==> config.mk <==
export PLATFORM = sky130hd
export DESIGN_NAME = itch_message_field_parser_top
export DESIGN_NICKNAME = d
export VERILOG_FILES = /design/src/rtl/core/itchp_pkg.sv /design/src/rtl/core/itchp_ram.sv /design/src/rtl/core/itchp_front.sv /design/src/rtl/core/itchp_dq.sv /design/src/rtl/core/itchp_back.sv /design/src/rtl/core/itch_message_field_parser_top.sv
export SDC_FILE = /design/constraint.sdc
export NUM_CORES = 2
export LEC_CHECK = 0
export BUFFER_PORTS_ARGS = -buffer_cell sky130_fd_sc_hd__buf_2
export CAP_MARGIN = 20
export CORE_MARGIN = 8
export CORE_UTILIZATION = 35
export DETAILED_ROUTE_END_ITERATION = 6
export SYNTH_ARGS = -nofsm -noshare
export SYNTH_HDL_FRONTEND = slang
export SYNTH_MEMORY_MAX_BITS = 65536
export SYNTH_SLANG_ARGS = --single-unit
==> constraint.sdc <==
create_clock -name aclk -period 20.4 [get_ports aclk]
set_input_delay 2.04 -clock aclk [delete_from_list [all_inputs] [get_ports aclk]]
set_output_delay 2.04 -clock aclk [all_outputs]
set_load 0.05 [all_outputs]
==> src/rtl/core/itchp_pkg.sv <==
package itchp_pkg;

    localparam int MAX_MESSAGE_BYTES = 64;
    localparam int CNT_W = $clog2(MAX_MESSAGE_BYTES + 2);
    localparam int NUM_TYPES = 22;
    localparam int MAX_FIELDS = 15;
    localparam int SLOTS = 4;
    localparam int SLOT_W = 2;
    localparam int FIDX_W = 4;
    localparam int TIDX_W = 5;
    localparam int RAM_DEPTH = SLOTS * 16;
    localparam int RAM_AW = SLOT_W + FIDX_W;

    typedef logic [2:0] fkind_t;
    localparam fkind_t K_NUM   = 3'd0;
    localparam fkind_t K_YN    = 3'd1;
    localparam fkind_t K_SIDE  = 3'd2;
    localparam fkind_t K_PRINT = 3'd3;
    localparam fkind_t K_TEXT  = 3'd4;

    typedef logic [2:0] status_t;
    localparam status_t ST_OK        = 3'd0;
    localparam status_t ST_UNSUP     = 3'd1;
    localparam status_t ST_BAD_LEN   = 3'd2;
    localparam status_t ST_BAD_YN    = 3'd3;
    localparam status_t ST_BAD_SIDE  = 3'd4;
    localparam status_t ST_BAD_PRINT = 3'd5;

    localparam logic [7:0] CH_Y = 8'h59;
    localparam logic [7:0] CH_N = 8'h4E;
    localparam logic [7:0] CH_B = 8'h42;
    localparam logic [7:0] CH_S = 8'h53;
    localparam logic [7:0] CH_SPACE = 8'h20;

    typedef struct packed {
        fkind_t     kind;
        logic [5:0] off;
        logic [3:0] len;
    } fdesc_t;

    typedef struct packed {
        logic [7:0] kind;
        logic [3:0] nf;
        status_t    status;
    } desc_t;

    typedef struct packed {
        logic [7:0]  kind;
        logic [3:0]  idx;
        logic [63:0] value;
        status_t     status;
        logic        last;
    } out_t;

    typedef struct packed {
        logic              hit;
        logic [FIDX_W-1:0] idx;
        fkind_t            kind;
        logic              first;
        logic              done;
    } fhit_t;

    typedef struct packed {
        logic              ok;
        logic [TIDX_W-1:0] idx;
    } thit_t;

    function automatic fdesc_t mk(fkind_t k, int o, int l);
        fdesc_t d;
        d.kind = k;
        d.off = 6'(o);
        d.len = 4'(l);
        return d;
    endfunction

    function automatic fdesc_t ft();
        return mk(K_NUM, 5, 6);
    endfunction
    function automatic fdesc_t fn(int o, int l);
        return mk(K_NUM, o, l);
    endfunction
    function automatic fdesc_t fc(int o);
        return mk(K_NUM, o, 1);
    endfunction
    function automatic fdesc_t fy(int o);
        return mk(K_YN, o, 1);
    endfunction
    function automatic fdesc_t fd(int o);
        return mk(K_SIDE, o, 1);
    endfunction
    function automatic fdesc_t fp(int o);
        return mk(K_PRINT, o, 1);
    endfunction
    function automatic fdesc_t fx(int o, int l);
        return mk(K_TEXT, o, l);
    endfunction
    function automatic fdesc_t fs(int o);
        return mk(K_TEXT, o, 8);
    endfunction

    localparam fdesc_t FNONE = '{kind: K_NUM, off: 6'd0, len: 4'd0};

    typedef fdesc_t row_t [MAX_FIELDS];

    localparam row_t LAYOUT [NUM_TYPES] = '{
        '{0: ft(), 1: fc(11), default: FNONE},
        '{0: ft(), 1: fs(11), 2: fc(19), 3: fc(20), 4: fn(21, 4), 5: fy(25), 6: fc(26),
          7: fx(27, 2), 8: fc(29), 9: fc(30), 10: fc(31), 11: fc(32), 12: fc(33),
          13: fn(34, 4), 14: fy(38)},
        '{0: ft(), 1: fs(11), 2: fc(19), 3: fx(21, 4), default: FNONE},
        '{0: ft(), 1: fs(11), 2: fc(19), default: FNONE},
        '{0: ft(), 1: fx(11, 4), 2: fs(15), 3: fy(23), 4: fc(24), 5: fc(25),
          default: FNONE},
        '{0: ft(), 1: fn(11, 8), 2: fn(19, 8), 3: fn(27, 8), default: FNONE},
        '{0: ft(), 1: fc(11), default: FNONE},
        '{0: ft(), 1: fs(11), 2: fn(19, 4), 3: fc(23), 4: fn(24, 4), default: FNONE},
        '{0: ft(), 1: fs(11), 2: fn(19, 4), 3: fn(27, 4), 4: fn(23, 4), 5: fn(31, 4),
          default: FNONE},
        '{0: ft(), 1: fs(11), 2: fc(19), 3: fc(20), default: FNONE},
        '{0: ft(), 1: fn(11, 8), 2: fd(19), 3: fn(20, 4), 4: fs(24), 5: fn(32, 4),
          default: FNONE},
        '{0: ft(), 1: fn(11, 8), 2: fd(19), 3: fn(20, 4), 4: fs(24), 5: fn(32, 4),
          6: fx(36, 4), default: FNONE},
        '{0: ft(), 1: fn(11, 8), 2: fn(19, 4), 3: fn(23, 8), default: FNONE},
        '{0: ft(), 1: fn(11, 8), 2: fn(19, 4), 3: fn(23, 8), 4: fp(31), 5: fn(32, 4),
          default: FNONE},
        '{0: ft(), 1: fn(11, 8), 2: fn(19, 4), default: FNONE},
        '{0: ft(), 1: fn(11, 8), default: FNONE},
        '{0: ft(), 1: fn(11, 8), 2: fn(19, 8), 3: fn(27, 4), 4: fn(31, 4),
          default: FNONE},
        '{0: ft(), 1: fn(11, 8), 2: fd(19), 3: fn(20, 4), 4: fs(24), 5: fn(32, 4),
          6: fn(36, 8), default: FNONE},
        '{0: ft(), 1: fn(11, 8), 2: fs(19), 3: fn(27, 4), 4: fn(31, 8), 5: fc(39),
          default: FNONE},
        '{0: ft(), 1: fn(11, 8), default: FNONE},
        '{0: ft(), 1: fn(11, 8), 2: fn(19, 8), 3: fc(27), 4: fs(28), 5: fn(36, 4),
          6: fn(40, 4), 7: fn(44, 4), 8: fc(48), 9: fc(49), default: FNONE},
        '{0: ft(), 1: fs(11), 2: fc(19), default: FNONE}
    };

    localparam logic [7:0] TYPE_CHAR [NUM_TYPES] = '{
        8'h53, 8'h52, 8'h48, 8'h59, 8'h4C, 8'h56, 8'h57, 8'h4B, 8'h4A, 8'h68, 8'h41,
        8'h46, 8'h45, 8'h43, 8'h58, 8'h44, 8'h55, 8'h50, 8'h51, 8'h42, 8'h49, 8'h4E
    };

    localparam logic [5:0] MSG_LEN [NUM_TYPES] = '{
        6'd12, 6'd39, 6'd25, 6'd20, 6'd26, 6'd35, 6'd12, 6'd28, 6'd35, 6'd21, 6'd36,
        6'd40, 6'd31, 6'd36, 6'd23, 6'd19, 6'd35, 6'd44, 6'd40, 6'd19, 6'd50, 6'd20
    };

    localparam logic [3:0] NUM_FIELDS [NUM_TYPES] = '{
        4'd2, 4'd15, 4'd4, 4'd3, 4'd6, 4'd4, 4'd2, 4'd5, 4'd6, 4'd4, 4'd6,
        4'd7, 4'd4, 4'd6, 4'd3, 4'd2, 4'd5, 4'd7, 4'd6, 4'd2, 4'd10, 4'd3
    };

    function automatic thit_t type_lookup(logic [7:0] b);
        thit_t r;
        r.ok = 1'b0;
        r.idx = '0;
        for (int i = 0; i < NUM_TYPES; i++) begin
            if (b == TYPE_CHAR[i]) begin
                r.ok = 1'b1;
                r.idx = TIDX_W'(i);
            end
        end
        return r;
    endfunction

    function automatic fhit_t field_lookup(logic [TIDX_W-1:0] t, logic [CNT_W-1:0] off);
        fhit_t r;
        fdesc_t d;
        int o;
        int s;
        int e;
        r = '0;
        for (int f = 0; f < MAX_FIELDS; f++) begin
            d = (int'(t) < NUM_TYPES) ? LAYOUT[int'(t)][f] : FNONE;
            o = int'(off);
            s = int'(d.off);
            e = s + int'(d.len);
            if (o >= s && o < e) begin
                r.hit = 1'b1;
                r.idx = FIDX_W'(f);
                r.kind = d.kind;
                r.first = (o == s);
                r.done = (o == e - 1);
            end
        end
        return r;
    endfunction

endpackage

==> src/rtl/core/itchp_ram.sv <==
module itchp_ram #(
    parameter int WIDTH = 64,
    parameter int DEPTH = 64
) (
    input  logic                     aclk,
    input  logic                     we,
    input  logic [$clog2(DEPTH)-1:0] waddr,
    input  logic [WIDTH-1:0]         wdata,
    input  logic [$clog2(DEPTH)-1:0] raddr,
    output logic [WIDTH-1:0]         rdata
);

    logic [WIDTH-1:0] mem_reg [DEPTH];

    always_ff @(posedge aclk) begin
        if (we) begin
            mem_reg[waddr] <= wdata;
        end
        rdata <= mem_reg[raddr];
    end

endmodule

==> src/rtl/core/itchp_front.sv <==
module itchp_front (
    input  logic                          aclk,
    input  logic                          aresetn,
    input  logic                          s_tvalid,
    output logic                          s_tready,
    input  logic [7:0]                    s_tdata,
    input  logic                          s_tlast,
    input  logic                          dq_full,
    input  logic [itchp_pkg::SLOT_W-1:0]  wr_slot,
    output logic                          wr_en,
    output logic [itchp_pkg::RAM_AW-1:0]  wr_addr,
    output logic [63:0]                   wr_data,
    output logic                          push,
    output itchp_pkg::desc_t              push_desc
);

    logic [itchp_pkg::CNT_W-1:0]  cnt_reg, cnt_inc;
    logic                         type_ok_reg, type_ok_cur;
    logic [itchp_pkg::TIDX_W-1:0] tidx_reg, tidx_cur;
    logic [7:0]                   kind_reg, kind_cur;
    logic [63:0]                  acc_reg, acc_next;
    logic [3:0]                   sp_reg, sp_next;
    itchp_pkg::status_t           err_reg, err_next, status;
    itchp_pkg::thit_t             tl;
    itchp_pkg::fhit_t             fh;
    logic                         take, first_byte, hit, is_space;

    assign s_tready = !dq_full;
    assign take = s_tvalid && s_tready;

    always_comb begin
        first_byte = (cnt_reg == '0);
        tl = itchp_pkg::type_lookup(s_tdata);
        type_ok_cur = first_byte ? tl.ok : type_ok_reg;
        tidx_cur = first_byte ? tl.idx : tidx_reg;
        kind_cur = first_byte ? s_tdata : kind_reg;
        fh = itchp_pkg::field_lookup(tidx_reg, cnt_reg);
        hit = fh.hit && !first_byte && type_ok_reg;
        is_space = (s_tdata == itchp_pkg::CH_SPACE);
        acc_next = fh.first ? {56'd0, s_tdata} : {acc_reg[55:0], s_tdata};
        if (fh.first || !is_space) begin
            sp_next = {3'd0, is_space};
        end else begin
            sp_next = sp_reg + 4'd1;
        end
        case (fh.kind)
            itchp_pkg::K_YN, itchp_pkg::K_PRINT: begin
                wr_data = {63'd0, s_tdata == itchp_pkg::CH_Y};
            end
            itchp_pkg::K_TEXT: begin
                wr_data = acc_next & ~((64'd1 << {sp_next, 3'd0}) - 64'd1);
            end
            default: begin
                wr_data = acc_next;
            end
        endcase
        err_next = first_byte ? itchp_pkg::ST_OK : err_reg;
        if (hit && err_next == itchp_pkg::ST_OK) begin
            case (fh.kind)
                itchp_pkg::K_YN: begin
                    if (s_tdata != itchp_pkg::CH_Y && s_tdata != itchp_pkg::CH_N) begin
                        err_next = itchp_pkg::ST_BAD_YN;
                    end
                end
                itchp_pkg::K_PRINT: begin
                    if (s_tdata != itchp_pkg::CH_Y && s_tdata != itchp_pkg::CH_N) begin
                        err_next = itchp_pkg::ST_BAD_PRINT;
                    end
                end
                itchp_pkg::K_SIDE: begin
                    if (s_tdata != itchp_pkg::CH_B && s_tdata != itchp_pkg::CH_S) begin
                        err_next = itchp_pkg::ST_BAD_SIDE;
                    end
                end
                default: begin
                end
            endcase
        end
        if (int'(cnt_reg) <= itchp_pkg::MAX_MESSAGE_BYTES) begin
            cnt_inc = cnt_reg + 1'b1;
        end else begin
            cnt_inc = cnt_reg;
        end
        if (!type_ok_cur) begin
            status = itchp_pkg::ST_UNSUP;
        end else if (cnt_inc != itchp_pkg::CNT_W'(itchp_pkg::MSG_LEN[tidx_cur])) begin
            status = itchp_pkg::ST_BAD_LEN;
        end else begin
            status = err_next;
        end
        wr_en = take && hit && fh.done;
        wr_addr = {wr_slot, fh.idx};
        push = take && s_tlast;
        push_desc.kind = kind_cur;
        push_desc.nf = type_ok_cur ? itchp_pkg::NUM_FIELDS[tidx_cur] : 4'd1;
        push_desc.status = status;
    end

    always_ff @(posedge aclk) begin
        if (!aresetn) begin
            cnt_reg <= '0;
            type_ok_reg <= 1'b0;
            err_reg <= itchp_pkg::ST_OK;
        end else if (take) begin
            cnt_reg <= s_tlast ? '0 : cnt_inc;
            type_ok_reg <= type_ok_cur;
            err_reg <= err_next;
        end
    end

    always_ff @(posedge aclk) begin
        if (take) begin
            tidx_reg <= tidx_cur;
            kind_reg <= kind_cur;
            if (hit) begin
                acc_reg <= acc_next;
                sp_reg <= sp_next;
            end
        end
    end

endmodule

==> src/rtl/core/itchp_dq.sv <==
module itchp_dq (
    input  logic                          aclk,
    input  logic                          aresetn,
    input  logic                          push,
    input  itchp_pkg::desc_t              push_desc,
    input  logic                          pop,
    output itchp_pkg::desc_t              head,
    output logic                          not_empty,
    output logic                          full,
    output logic [itchp_pkg::SLOT_W-1:0]  wr_ptr,
    output logic [itchp_pkg::SLOT_W-1:0]  rd_ptr,
    output logic [itchp_pkg::SLOT_W:0]    count
);

    itchp_pkg::desc_t                q_reg [itchp_pkg::SLOTS];
    logic [itchp_pkg::SLOT_W-1:0]    wr_reg, rd_reg;
    logic [itchp_pkg::SLOT_W:0]      cnt_reg, cnt_next;

    assign wr_ptr = wr_reg;
    assign rd_ptr = rd_reg;
    assign count = cnt_reg;
    assign head = q_reg[rd_reg];
    assign not_empty = (cnt_reg != '0);
    assign full = (cnt_reg == (itchp_pkg::SLOT_W+1)'(itchp_pkg::SLOTS));

    always_comb begin
        cnt_next = cnt_reg;
        if (push && !pop) begin
            cnt_next = cnt_reg + 1'b1;
        end else if (pop && !push) begin
            cnt_next = cnt_reg - 1'b1;
        end
    end

    always_ff @(posedge aclk) begin
        if (!aresetn) begin
            wr_reg <= '0;
            rd_reg <= '0;
            cnt_reg <= '0;
        end else begin
            if (push) begin
                wr_reg <= wr_reg + 1'b1;
            end
            if (pop) begin
                rd_reg <= rd_reg + 1'b1;
            end
            cnt_reg <= cnt_next;
        end
    end

    always_ff @(posedge aclk) begin
        if (push) begin
            q_reg[wr_reg] <= push_desc;
        end
    end

endmodule

==> src/rtl/core/itchp_back.sv <==
module itchp_back (
    input  logic                          aclk,
    input  logic                          aresetn,
    input  logic                          dq_valid,
    input  itchp_pkg::desc_t              head,
    input  logic [itchp_pkg::SLOT_W-1:0]  rd_slot,
    output logic                          pop,
    output logic [itchp_pkg::RAM_AW-1:0]  rd_addr,
    input  logic [63:0]                   rd_data,
    output logic                          m_tvalid,
    input  logic                          m_tready,
    output logic [71:0]                   m_tdata,
    output logic [7:0]                    m_tuser,
    output logic                          m_tlast
);

    logic [3:0]          idx_reg;
    logic                p1_reg;
    logic                zero_reg;
    itchp_pkg::out_t     pk_reg, pk_in, item;
    itchp_pkg::out_t     q_reg [4];
    logic [1:0]          hd_reg, tl_reg;
    logic [2:0]          ocnt_reg;
    logic                issue, is_err, is_last, opop;

    always_comb begin
        issue = dq_valid && ({1'b0, ocnt_reg} + {3'd0, p1_reg} < 4'd4);
        is_err = (head.status != itchp_pkg::ST_OK);
        is_last = is_err || (idx_reg == head.nf - 4'd1);
        pop = issue && is_last;
        rd_addr = {rd_slot, idx_reg};
        pk_in.kind = head.kind;
        pk_in.idx = is_err ? 4'd0 : idx_reg;
        pk_in.value = '0;
        pk_in.status = head.status;
        pk_in.last = is_last;
        item = pk_reg;
        item.value = zero_reg ? 64'd0 : rd_data;
        m_tvalid = (ocnt_reg != 3'd0);
        opop = m_tvalid && m_tready;
        m_tuser = q_reg[hd_reg].kind;
        m_tdata = {1'b0, q_reg[hd_reg].status, q_reg[hd_reg].value, q_reg[hd_reg].idx};
        m_tlast = q_reg[hd_reg].last;
    end

    always_ff @(posedge aclk) begin
        if (!aresetn) begin
            idx_reg <= '0;
            p1_reg <= 1'b0;
            hd_reg <= '0;
            tl_reg <= '0;
            ocnt_reg <= '0;
        end else begin
            p1_reg <= issue;
            if (issue) begin
                idx_reg <= is_last ? 4'd0 : idx_reg + 4'd1;
            end
            if (p1_reg) begin
                tl_reg <= tl_reg + 2'd1;
            end
            if (opop) begin
                hd_reg <= hd_reg + 2'd1;
            end
            if (p1_reg && !opop) begin
                ocnt_reg <= ocnt_reg + 3'd1;
            end else if (opop && !p1_reg) begin
                ocnt_reg <= ocnt_reg - 3'd1;
            end
        end
    end

    always_ff @(posedge aclk) begin
        if (issue) begin
            pk_reg <= pk_in;
            zero_reg <= is_err;
        end
        if (p1_reg) begin
            q_reg[tl_reg] <= item;
        end
    end

endmodule

==> src/rtl/core/itch_message_field_parser_top.sv <==
// On tlast a descriptor is queued; fields are then read from RAM and output.
// Throughput: one byte item per cycle; one result per cycle while m_tready.
// Input stalls only when four decoded messages wait in the slot queue.
// Field values are built as bytes arrive and kept in a 64-entry field RAM.
// Reset: aresetn synchronous, active low; clears counters and queues.
module itch_message_field_parser_top (
    input  logic        aclk,
    input  logic        aresetn,
    input  logic        s_tvalid,
    output logic        s_tready,
    input  logic [7:0]  s_tdata,   // data_byte
    input  logic        s_tlast,
    output logic        m_tvalid,
    input  logic        m_tready,
    output logic [71:0] m_tdata,   // field_index, field_value, status, zero pad
    output logic [7:0]  m_tuser,   // message_kind
    output logic        m_tlast
);

    logic                          wr_en, push, pop, dq_full, dq_valid;
    logic [itchp_pkg::RAM_AW-1:0]  wr_addr, rd_addr;
    logic [63:0]                   wr_data, rd_data;
    logic [itchp_pkg::SLOT_W-1:0]  wr_ptr, rd_ptr;
    logic [itchp_pkg::SLOT_W:0]    dq_count;
    itchp_pkg::desc_t              push_desc, head;

    itchp_front u_front (
        .aclk(aclk), .aresetn(aresetn),
        .s_tvalid(s_tvalid), .s_tready(s_tready), .s_tdata(s_tdata), .s_tlast(s_tlast),
        .dq_full(dq_full), .wr_slot(wr_ptr),
        .wr_en(wr_en), .wr_addr(wr_addr), .wr_data(wr_data),
        .push(push), .push_desc(push_desc)
    );

    itchp_dq u_dq (
        .aclk(aclk), .aresetn(aresetn),
        .push(push), .push_desc(push_desc), .pop(pop),
        .head(head), .not_empty(dq_valid), .full(dq_full),
        .wr_ptr(wr_ptr), .rd_ptr(rd_ptr), .count(dq_count)
    );

    itchp_ram #(.WIDTH(64), .DEPTH(itchp_pkg::RAM_DEPTH)) u_ram (
        .aclk(aclk), .we(wr_en), .waddr(wr_addr), .wdata(wr_data),
        .raddr(rd_addr), .rdata(rd_data)
    );

    itchp_back u_back (
        .aclk(aclk), .aresetn(aresetn),
        .dq_valid(dq_valid), .head(head), .rd_slot(rd_ptr), .pop(pop),
        .rd_addr(rd_addr), .rd_data(rd_data),
        .m_tvalid(m_tvalid), .m_tready(m_tready), .m_tdata(m_tdata),
        .m_tuser(m_tuser), .m_tlast(m_tlast)
    );

    a_dq_bound: assert property (@(posedge aclk) disable iff (!aresetn)
        dq_count <= (itchp_pkg::SLOT_W+1)'(itchp_pkg::SLOTS))
        else $error("slot queue overflow");

    a_no_push_full: assert property (@(posedge aclk) disable iff (!aresetn)
        push |-> !dq_full)
        else $error("message pushed into full slot queue");

    a_err_single: assert property (@(posedge aclk) disable iff (!aresetn)
        m_tvalid && (m_tdata[70:68] != itchp_pkg::ST_OK) |-> m_tlast && (m_tdata[3:0] == 4'd0))
        else $error("status item not a single last item");

    a_pop_valid: assert property (@(posedge aclk) disable iff (!aresetn)
        pop |-> dq_valid)
        else $error("pop from empty slot queue");

endmodule

[Yosys cells after proc, flatten, opt, wreduce, memory -nomap -nowiden]
Memories as Yosys holds them, arrays and structs flattened. A register that Yosys moved wholly into a read port is not among the register bits.
Cells that the tools add are included.
Operators by class
  shift operators: 1
  bitwise gates (word level): 4
  eq/ne operators: 64
  $lt $le $gt $ge: 35
  reduce and logical (&&, ||, !) cells: 49
  muxes and demuxes: 91
  add/subtract/negate cells: 44
Operators by type and width (count)
  $eq 8x32->1: 15
  $lt 8x32->1: 15
  $sub 32x2->32 const B: 15
  $mux 195: 2
  $mux 13: 15
  $eq 8x7->1 const B: 22
  $mux 10: 15
  $mux 6: 24
  $mux 64: 2
  $pmux 64 s2: 1
  $add 6x4->7: 15
  $eq 7x7->1: 15
  $ge 7x6->1: 15
  $and 64x64->64: 1
  $not 64->64: 1
  $shl 1x7->64 const A: 1
  $sub 64x1->64 const B: 1
  $mux 3: 11
  $ge 32x6->1 const B: 1
  $ne 8x7->1 const B: 4
  $not 5->32: 1
  $logic_and 1x1->1: 31
  $mux 4: 5
  $mux 7: 2
  31 further kinds: 58
Word-level totals
  ROM bits: 6560
  output and inout port bits: 83
  memories kept: 6
  logic and storage cells: 314
  input bits: 13
  RAM bits: 4476
  register bits after elaboration: 120
Memories
  (name not given): words 32, bits a word 195, read ports 1, clocked after Yosys merged registers in 0, write ports 0, line itchp_pkg.sv:177  | d = (int'(t) < NUM_TYPES) ? LAYOUT[int'(t)][f] : FNONE;
  u_ram.mem_reg: words 64, bits a word 64, read ports 1, clocked after Yosys merged registers in 1, write ports 1, line itchp_ram.sv:13  | logic [WIDTH-1:0] mem_reg [DEPTH];
  u_back.q_reg: words 4, bits a word 80, read ports 1, clocked after Yosys merged registers in 1, write ports 1, line itchp_back.sv:21  | itchp_pkg::out_t q_reg [4];
  (name not given): words 32, bits a word 6, read ports 1, clocked after Yosys merged registers in 0, write ports 0, line itchp_front.sv:86  | end else if (cnt_inc != itchp_pkg::CNT_W'(itchp_pkg::MSG_LEN[tidx_cur])) begin
  (name not given): words 32, bits a word 4, read ports 1, clocked after Yosys merged registers in 0, write ports 0, line itchp_front.sv:95  | push_desc.nf = type_ok_cur ? itchp_pkg::NUM_FIELDS[tidx_cur] : 4'd1;
  u_dq.q_reg: words 4, bits a word 15, read ports 1, clocked after Yosys merged registers in 1, write ports 1, line itchp_dq.sv:15  | itchp_pkg::desc_t q_reg [itchp_pkg::SLOTS];

[Depth between registers and ports, before layout]
  depth in word-level cells: 31
  mapped depth: 29

[By module]
From an unflattened synthesis, not the netlist that was laid out.
Unflattened totals
  cell total of the unflattened synthesis: 8713
  area, all modules: 183562.3 sq um
By module, submodules not included
  itchp_ram: seq. area each 124279.2 sq um, cells an instance 6598, times used 1, area each 156348.7 sq um
  itchp_back: seq. area each 10400.0 sq um, cells an instance 599, times used 1, area each 13282.7 sq um
  itchp_front: seq. area each 2412.3 sq um, cells an instance 1395, times used 1, area each 11289.6 sq um
  itchp_dq: seq. area each 1981.9 sq um, cells an instance 121, times used 1, area each 2641.3 sq um

[Worst setup path before layout]
Ideal clock, no wire load.
  path type: register to register
  start: register u_front.tidx_reg[1] (netlist bit)
  end: memory u_ram.mem_reg[38][0], enable pin
  path slack: 5.009 ns
  stages on the path, launching flop included: 21
  period minus slack after synthesis: 15.391 ns
  arrival time: 14.747 ns
  required time: 19.756 ns
  library setup time: 0.644 ns
  cell sequence: edfxtp_1 clkbuf_1 inv_1 ha_1 nor2b_1 nand2_1 clkbuf_1 nand3_1 ha_1 ha_1 nand2_1 nand2b_1 or3_1 ha_1 or4_1 o22a_1 nor2_1 nor4_4 a21oi_1 nand3_1 nor4_1
Between the ends
  word-level cells in the longest chain between the ends: 29
  elaborated cells between the ends (all ways): 131
  classes of those cells: add/sub: 30; order compare: 31; eq/ne: 15; mux: 34; bitwise: 1; reduce/logical: 19; memory: 1
RTL lines
  start: declaration: line itchp_front.sv:19  | logic [itchp_pkg::TIDX_W-1:0] tidx_reg, tidx_cur;
  start signal: assignment: line itchp_front.sv:113  | tidx_reg <= tidx_cur;
  parallel branches: the longest is 22 deep, another holds $mem_v2 32x195
  $mux 10 (*): line itchp_pkg.sv:181  | if (o >= s && o < e) begin
  $logic_and 1x1->1 (2 in a row): line itchp_front.sv:38  | hit = fh.hit && !first_byte && type_ok_reg;
  $logic_and 1x1->1 (2 in a row): line itchp_front.sv:91  | wr_en = take && hit && fh.done;
  $mux 1: line itchp_ram.sv:16  | if (we) begin
  $mux 1 (not written as such): line itchp_ram.sv:17  | mem_reg[waddr] <= wdata;
  end: declaration: line itchp_ram.sv:13
Every way passes the cells marked *. The select of a mux whose other input is x is not followed.

[Worst setup path in the final report]
  start: register u_front.tidx_reg[1] (netlist bit)
  end: memory u_ram.mem_reg[28][9], data pin
Between the ends
  word-level cells in the longest chain between the ends: 30
  elaborated cells between the ends (all ways): 122
  classes of those cells: add/sub: 16; order compare: 31; eq/ne: 18; shift: 1; mux: 35; bitwise: 3; reduce/logical: 17; memory: 1
RTL lines
  $not 5->32 (not written as such): line itchp_pkg.sv:177
  $mem_v2 32x195
  $mux 195 (not written as such) (2 in a row): line itchp_pkg.sv:177
  $mux 13: line itchp_pkg.sv:177
  $add 6x4->7: line itchp_pkg.sv:180  | e = s + int'(d.len);
  $lt 8x32->1: line itchp_pkg.sv:181
  $logic_and 1x1->1: line itchp_pkg.sv:181
  $mux 10 (14 in a row): line itchp_pkg.sv:181
  $mux 10 (*): line itchp_pkg.sv:181
  $logic_or 1x1->1: line itchp_front.sv:41  | if (fh.first || !is_space) begin
  $mux 4: line itchp_front.sv:41
  $shl 1x7->64: line itchp_front.sv:51  | wr_data = acc_next & ~((64'd1 << {sp_next, 3'd0}) - 64'd1);
  $sub 64x1->64: line itchp_front.sv:51
  $not 64->64: line itchp_front.sv:51
  $and 64x64->64: line itchp_front.sv:51
  $pmux 64 s2 (*): line itchp_front.sv:46  | case (fh.kind)
  via u_front.wr_data[9]: line itchp_front.sv:12  | output logic [63:0] wr_data,
Mark *: on every way through the listed nets, which the timed path passes. The rest lies on a longest branch. The select of a mux whose other input is x is not followed.

==> results_dict.tcl <==
set metrics [dict create \
    status "finished, final reports clean" \
    drt-initial-drc-count 10000 \
    crit_path_top_delay_cell "and2_2" \
    crit_buf_inv 3 \
    first_pass_iters 5 \
    grt_pass1_wl_um 684000 \
    place.gp.congestion 0.839 \
    fin_crit_ns 9.26 \
    die_h_um 741 \
    critPathArrivalTime_ns 9.91 \
    start_util 0.351 \
    crit_path_max_fanout 64 \
    max_stage_delay_ns 0.98 \
    yosys_warnings 0 \
    maxSlewViolCount 0 \
    startpoint_type "flip-flop" \
    avgSynthCellArea_sq_um 22.7 \
    synth-edff-count 4566 \
    min_period_over_period 0.454 \
    skew_ns 0.0771 \
    max_cap_viol_count 0 \
    drive_gt1_frac 0.292 \
    slew_headroom 0.200 \
    powerDensity_nw_per_um2 131 \
    fp.dieW_um 741 \
    fin_ws_ns 11.14 \
    avgViaCountPerCell 5.44 \
    crit_type "flip-flop to flip-flop" \
    synth_ff_type "edfxtp_1" \
    syn_area_sq_um 184000 \
    synthCells 8105 \
    clk_pin_slew_ns 0.06 \
    postCtsSetupBuffers 0 \
    grt_max_degree 133 \
    grt_pass1_vias 89800 \
    cp_cell_sequence "inv_1, ha_1, or3b_2, a21oi_1, inv_1, fa_1, xnor2_1, ha_1, nor4_1, nand3_1, a221oi_2, or3b_2, o211ai_1, a31o_2, or2_2, buf_4, a41oi_1, ha_1, a21oi_1, and2_2" \
    core_sq_um 524000 \
    ant_nets 0 \
    numCtsBuffers 446 \
    hp-class "flip-flop to flip-flop" \
    fin_setup_tns_ns 0 \
    worstMarginPinSlew_ns 1.20 \
    ys_seq_area_frac 0.756 \
    leakagePower_nw 64.9 \
    io_buffers 94 \
    cp.required_ns 21.05 \
    fmax_ghz 0.108 \
    async_flop_share 0 \
    synth_cell_type_count 101 \
    num_rows 266 \
    grt.overflow.total 0 \
    cts_tree "built" \
    grt_usage 0.172 \
    n_fill_cell 45600 \
    grt_setup_unrepaired "false" \
    cts_root_buf "clkbuf_16" \
    hold_viol_final 0 \
    clk_path_buf_depth 4 \
    synth-seq-cells 4664 \
    setup_viol 0 \
    wl_per_cell_um 29.9 \
    worst_path_dominant_cell_family "compound AO/OA/AOI/OAI gates" \
    antenna_found_initial 40 \
    end_kind "flip-flop" \
    htree_levels 5 \
    worstSkewPairLatency_ns 1.02 \
    ios 96 \
    die_area_sq_um 549000 \
    clock_sinks 4664 \
    ir_drop_mv 0.136 \
    pre_cts_ws_ns 11.24 \
    final_nets 8949 \
    num_vias 88500 \
    postCtsResizedCells 0 \
    cts_hold_buf 0 \
    wl_um 486000 \
    path_common_cell "ha_1" \
    largest_reg_flops 4096 \
    area.growth.synth_to_final_pct 14.5 \
    place_hpwl_um 281000 \
    drc 0 \
]
-- power by group --
part | switching, mW | internal (mW)
combinational | 4.41 | 2.26
clock | 3.59 | 4.69
sequential | 0.213 | 12.5
-- worst reg2reg max path: stages, from the launching register on --
cell and delay, ns:
edfxtp_1 0.62, inv_1 0.25, ha_1 0.38, or3b_2 0.47, a21oi_1 0.62, inv_1 0.50, fa_1 0.67, xnor2_1 0.19
ha_1 0.20, nor4_1 0.30, nand3_1 0.14, a221oi_2 0.77, or3b_2 0.50, o211ai_1 0.13, a31o_2 0.28, or2_2 0.13
buf_4 0.39, a41oi_1 0.29, ha_1 0.34, a21oi_1 0.73, and2_2 0.98
-- cells in the mapped netlist, types with 18 or more instances --
library cell,count,area [sq um]
edfxtp_1,4566,137000
mux4_2,1439,32400
clkbuf_1,272,1020
ha_1,164,2050
nand2_1,145,544
nor2_1,121,454
nor2b_1,108,676
buf_1,107,402
dfxtp_1,98,1960
inv_1,93,349
nor3_1,86,430
a21oi_1,83,415
and2_1,83,519
o21ai_0,82,410
xnor2_1,67,587
nand3_1,47,235
nand2b_1,32,200
nor4_1,32,200
xor2_1,32,280
or3_1,27,169
buf_2,26,130
nand4_1,22,138
a21boi_0,20,150
o211ai_1,19,143
a21o_1,18,135
a31oi_1,18,113
-- layer usage --
metal  global-route usage  wire length [um]  vias up
met5                    0                 0        -
met1                0.237            200000    48500
met3               0.0222             32400      650
met2                0.284            238000     3532
li1                     -                 -    35700
met4               0.0544             16000        0
-- through the flow --
stage / area (sq um) / total power [mW] / util / hold slack (ns) / std cells
floorplan: 185000 / 17.1 / - / 0.459 / 8362
global placement: 195000 / 19.5 / 0.373 / 0.467 / 15300
detailed placement: 195000 / 19.7 / 0.373 / 0.487 / 15300
CTS: 210000 / 28.0 / 0.401 / 0.498 / 16100
global route: 210000 / 28.6 / 0.402 / 0.516 / 16300
finish: 211000 / 27.7 / 0.402 / 0.502 / 16300
-- placed cells by master, fill, tap and decap left out, types with 93 or more instances in the layout --
cell type and instances:
ha_1 164, conb_1 259, diode_2 155, buf_2 94
buf_4 266, nor2_1 106, edfxtp_1 4566, mux4_2 1439
clkbuf_16 454, inv_1 93, clkbuf_1 100, nand2_1 145
-- path summary, 6_finish.rpt --
kind / cells past startpoint / from / endpoint / slack (ns)
worst max register to register: 20 / u_front.tidx_reg[1] / u_ram.mem_reg[28][9] / 11.14
worst max-delay path: 20 / u_front.tidx_reg[1] / u_ram.mem_reg[28][9] / 11.14
worst min register to register: 0 / u_back.item[78] / u_back.q_reg[1][78] / 0.50
worst min-delay path: 0 / u_back.item[78] / u_back.q_reg[1][78] / 0.50
-- final cells by class --
cell class                      count  area, sq um  area share
Clock inverter                    258         2670      0.0127
Timing Repair Buffer              372         2740      0.0130
Sequential cell                  4664       139000       0.661
Inverter                          100          378     0.00179
Multi-Input combinational cell   3183        44600       0.212
Tap cell                         6968         8720      0.0414
Antenna cell                      155          388     0.00184
Clock buffer                      571        12000      0.0568
-- cells by family after synthesis --
family,after synthesis,synth area share
compound gates,393,0.0152
fa+ha+maj,169,0.0117
other cells,2,0.0000408
flops,4664,0.756
mux,1450,0.177
buf+inv,515,0.0110
xor+xnor,100,0.00484
simple gates,812,0.0243
Power figures use the tool's default switching activity.
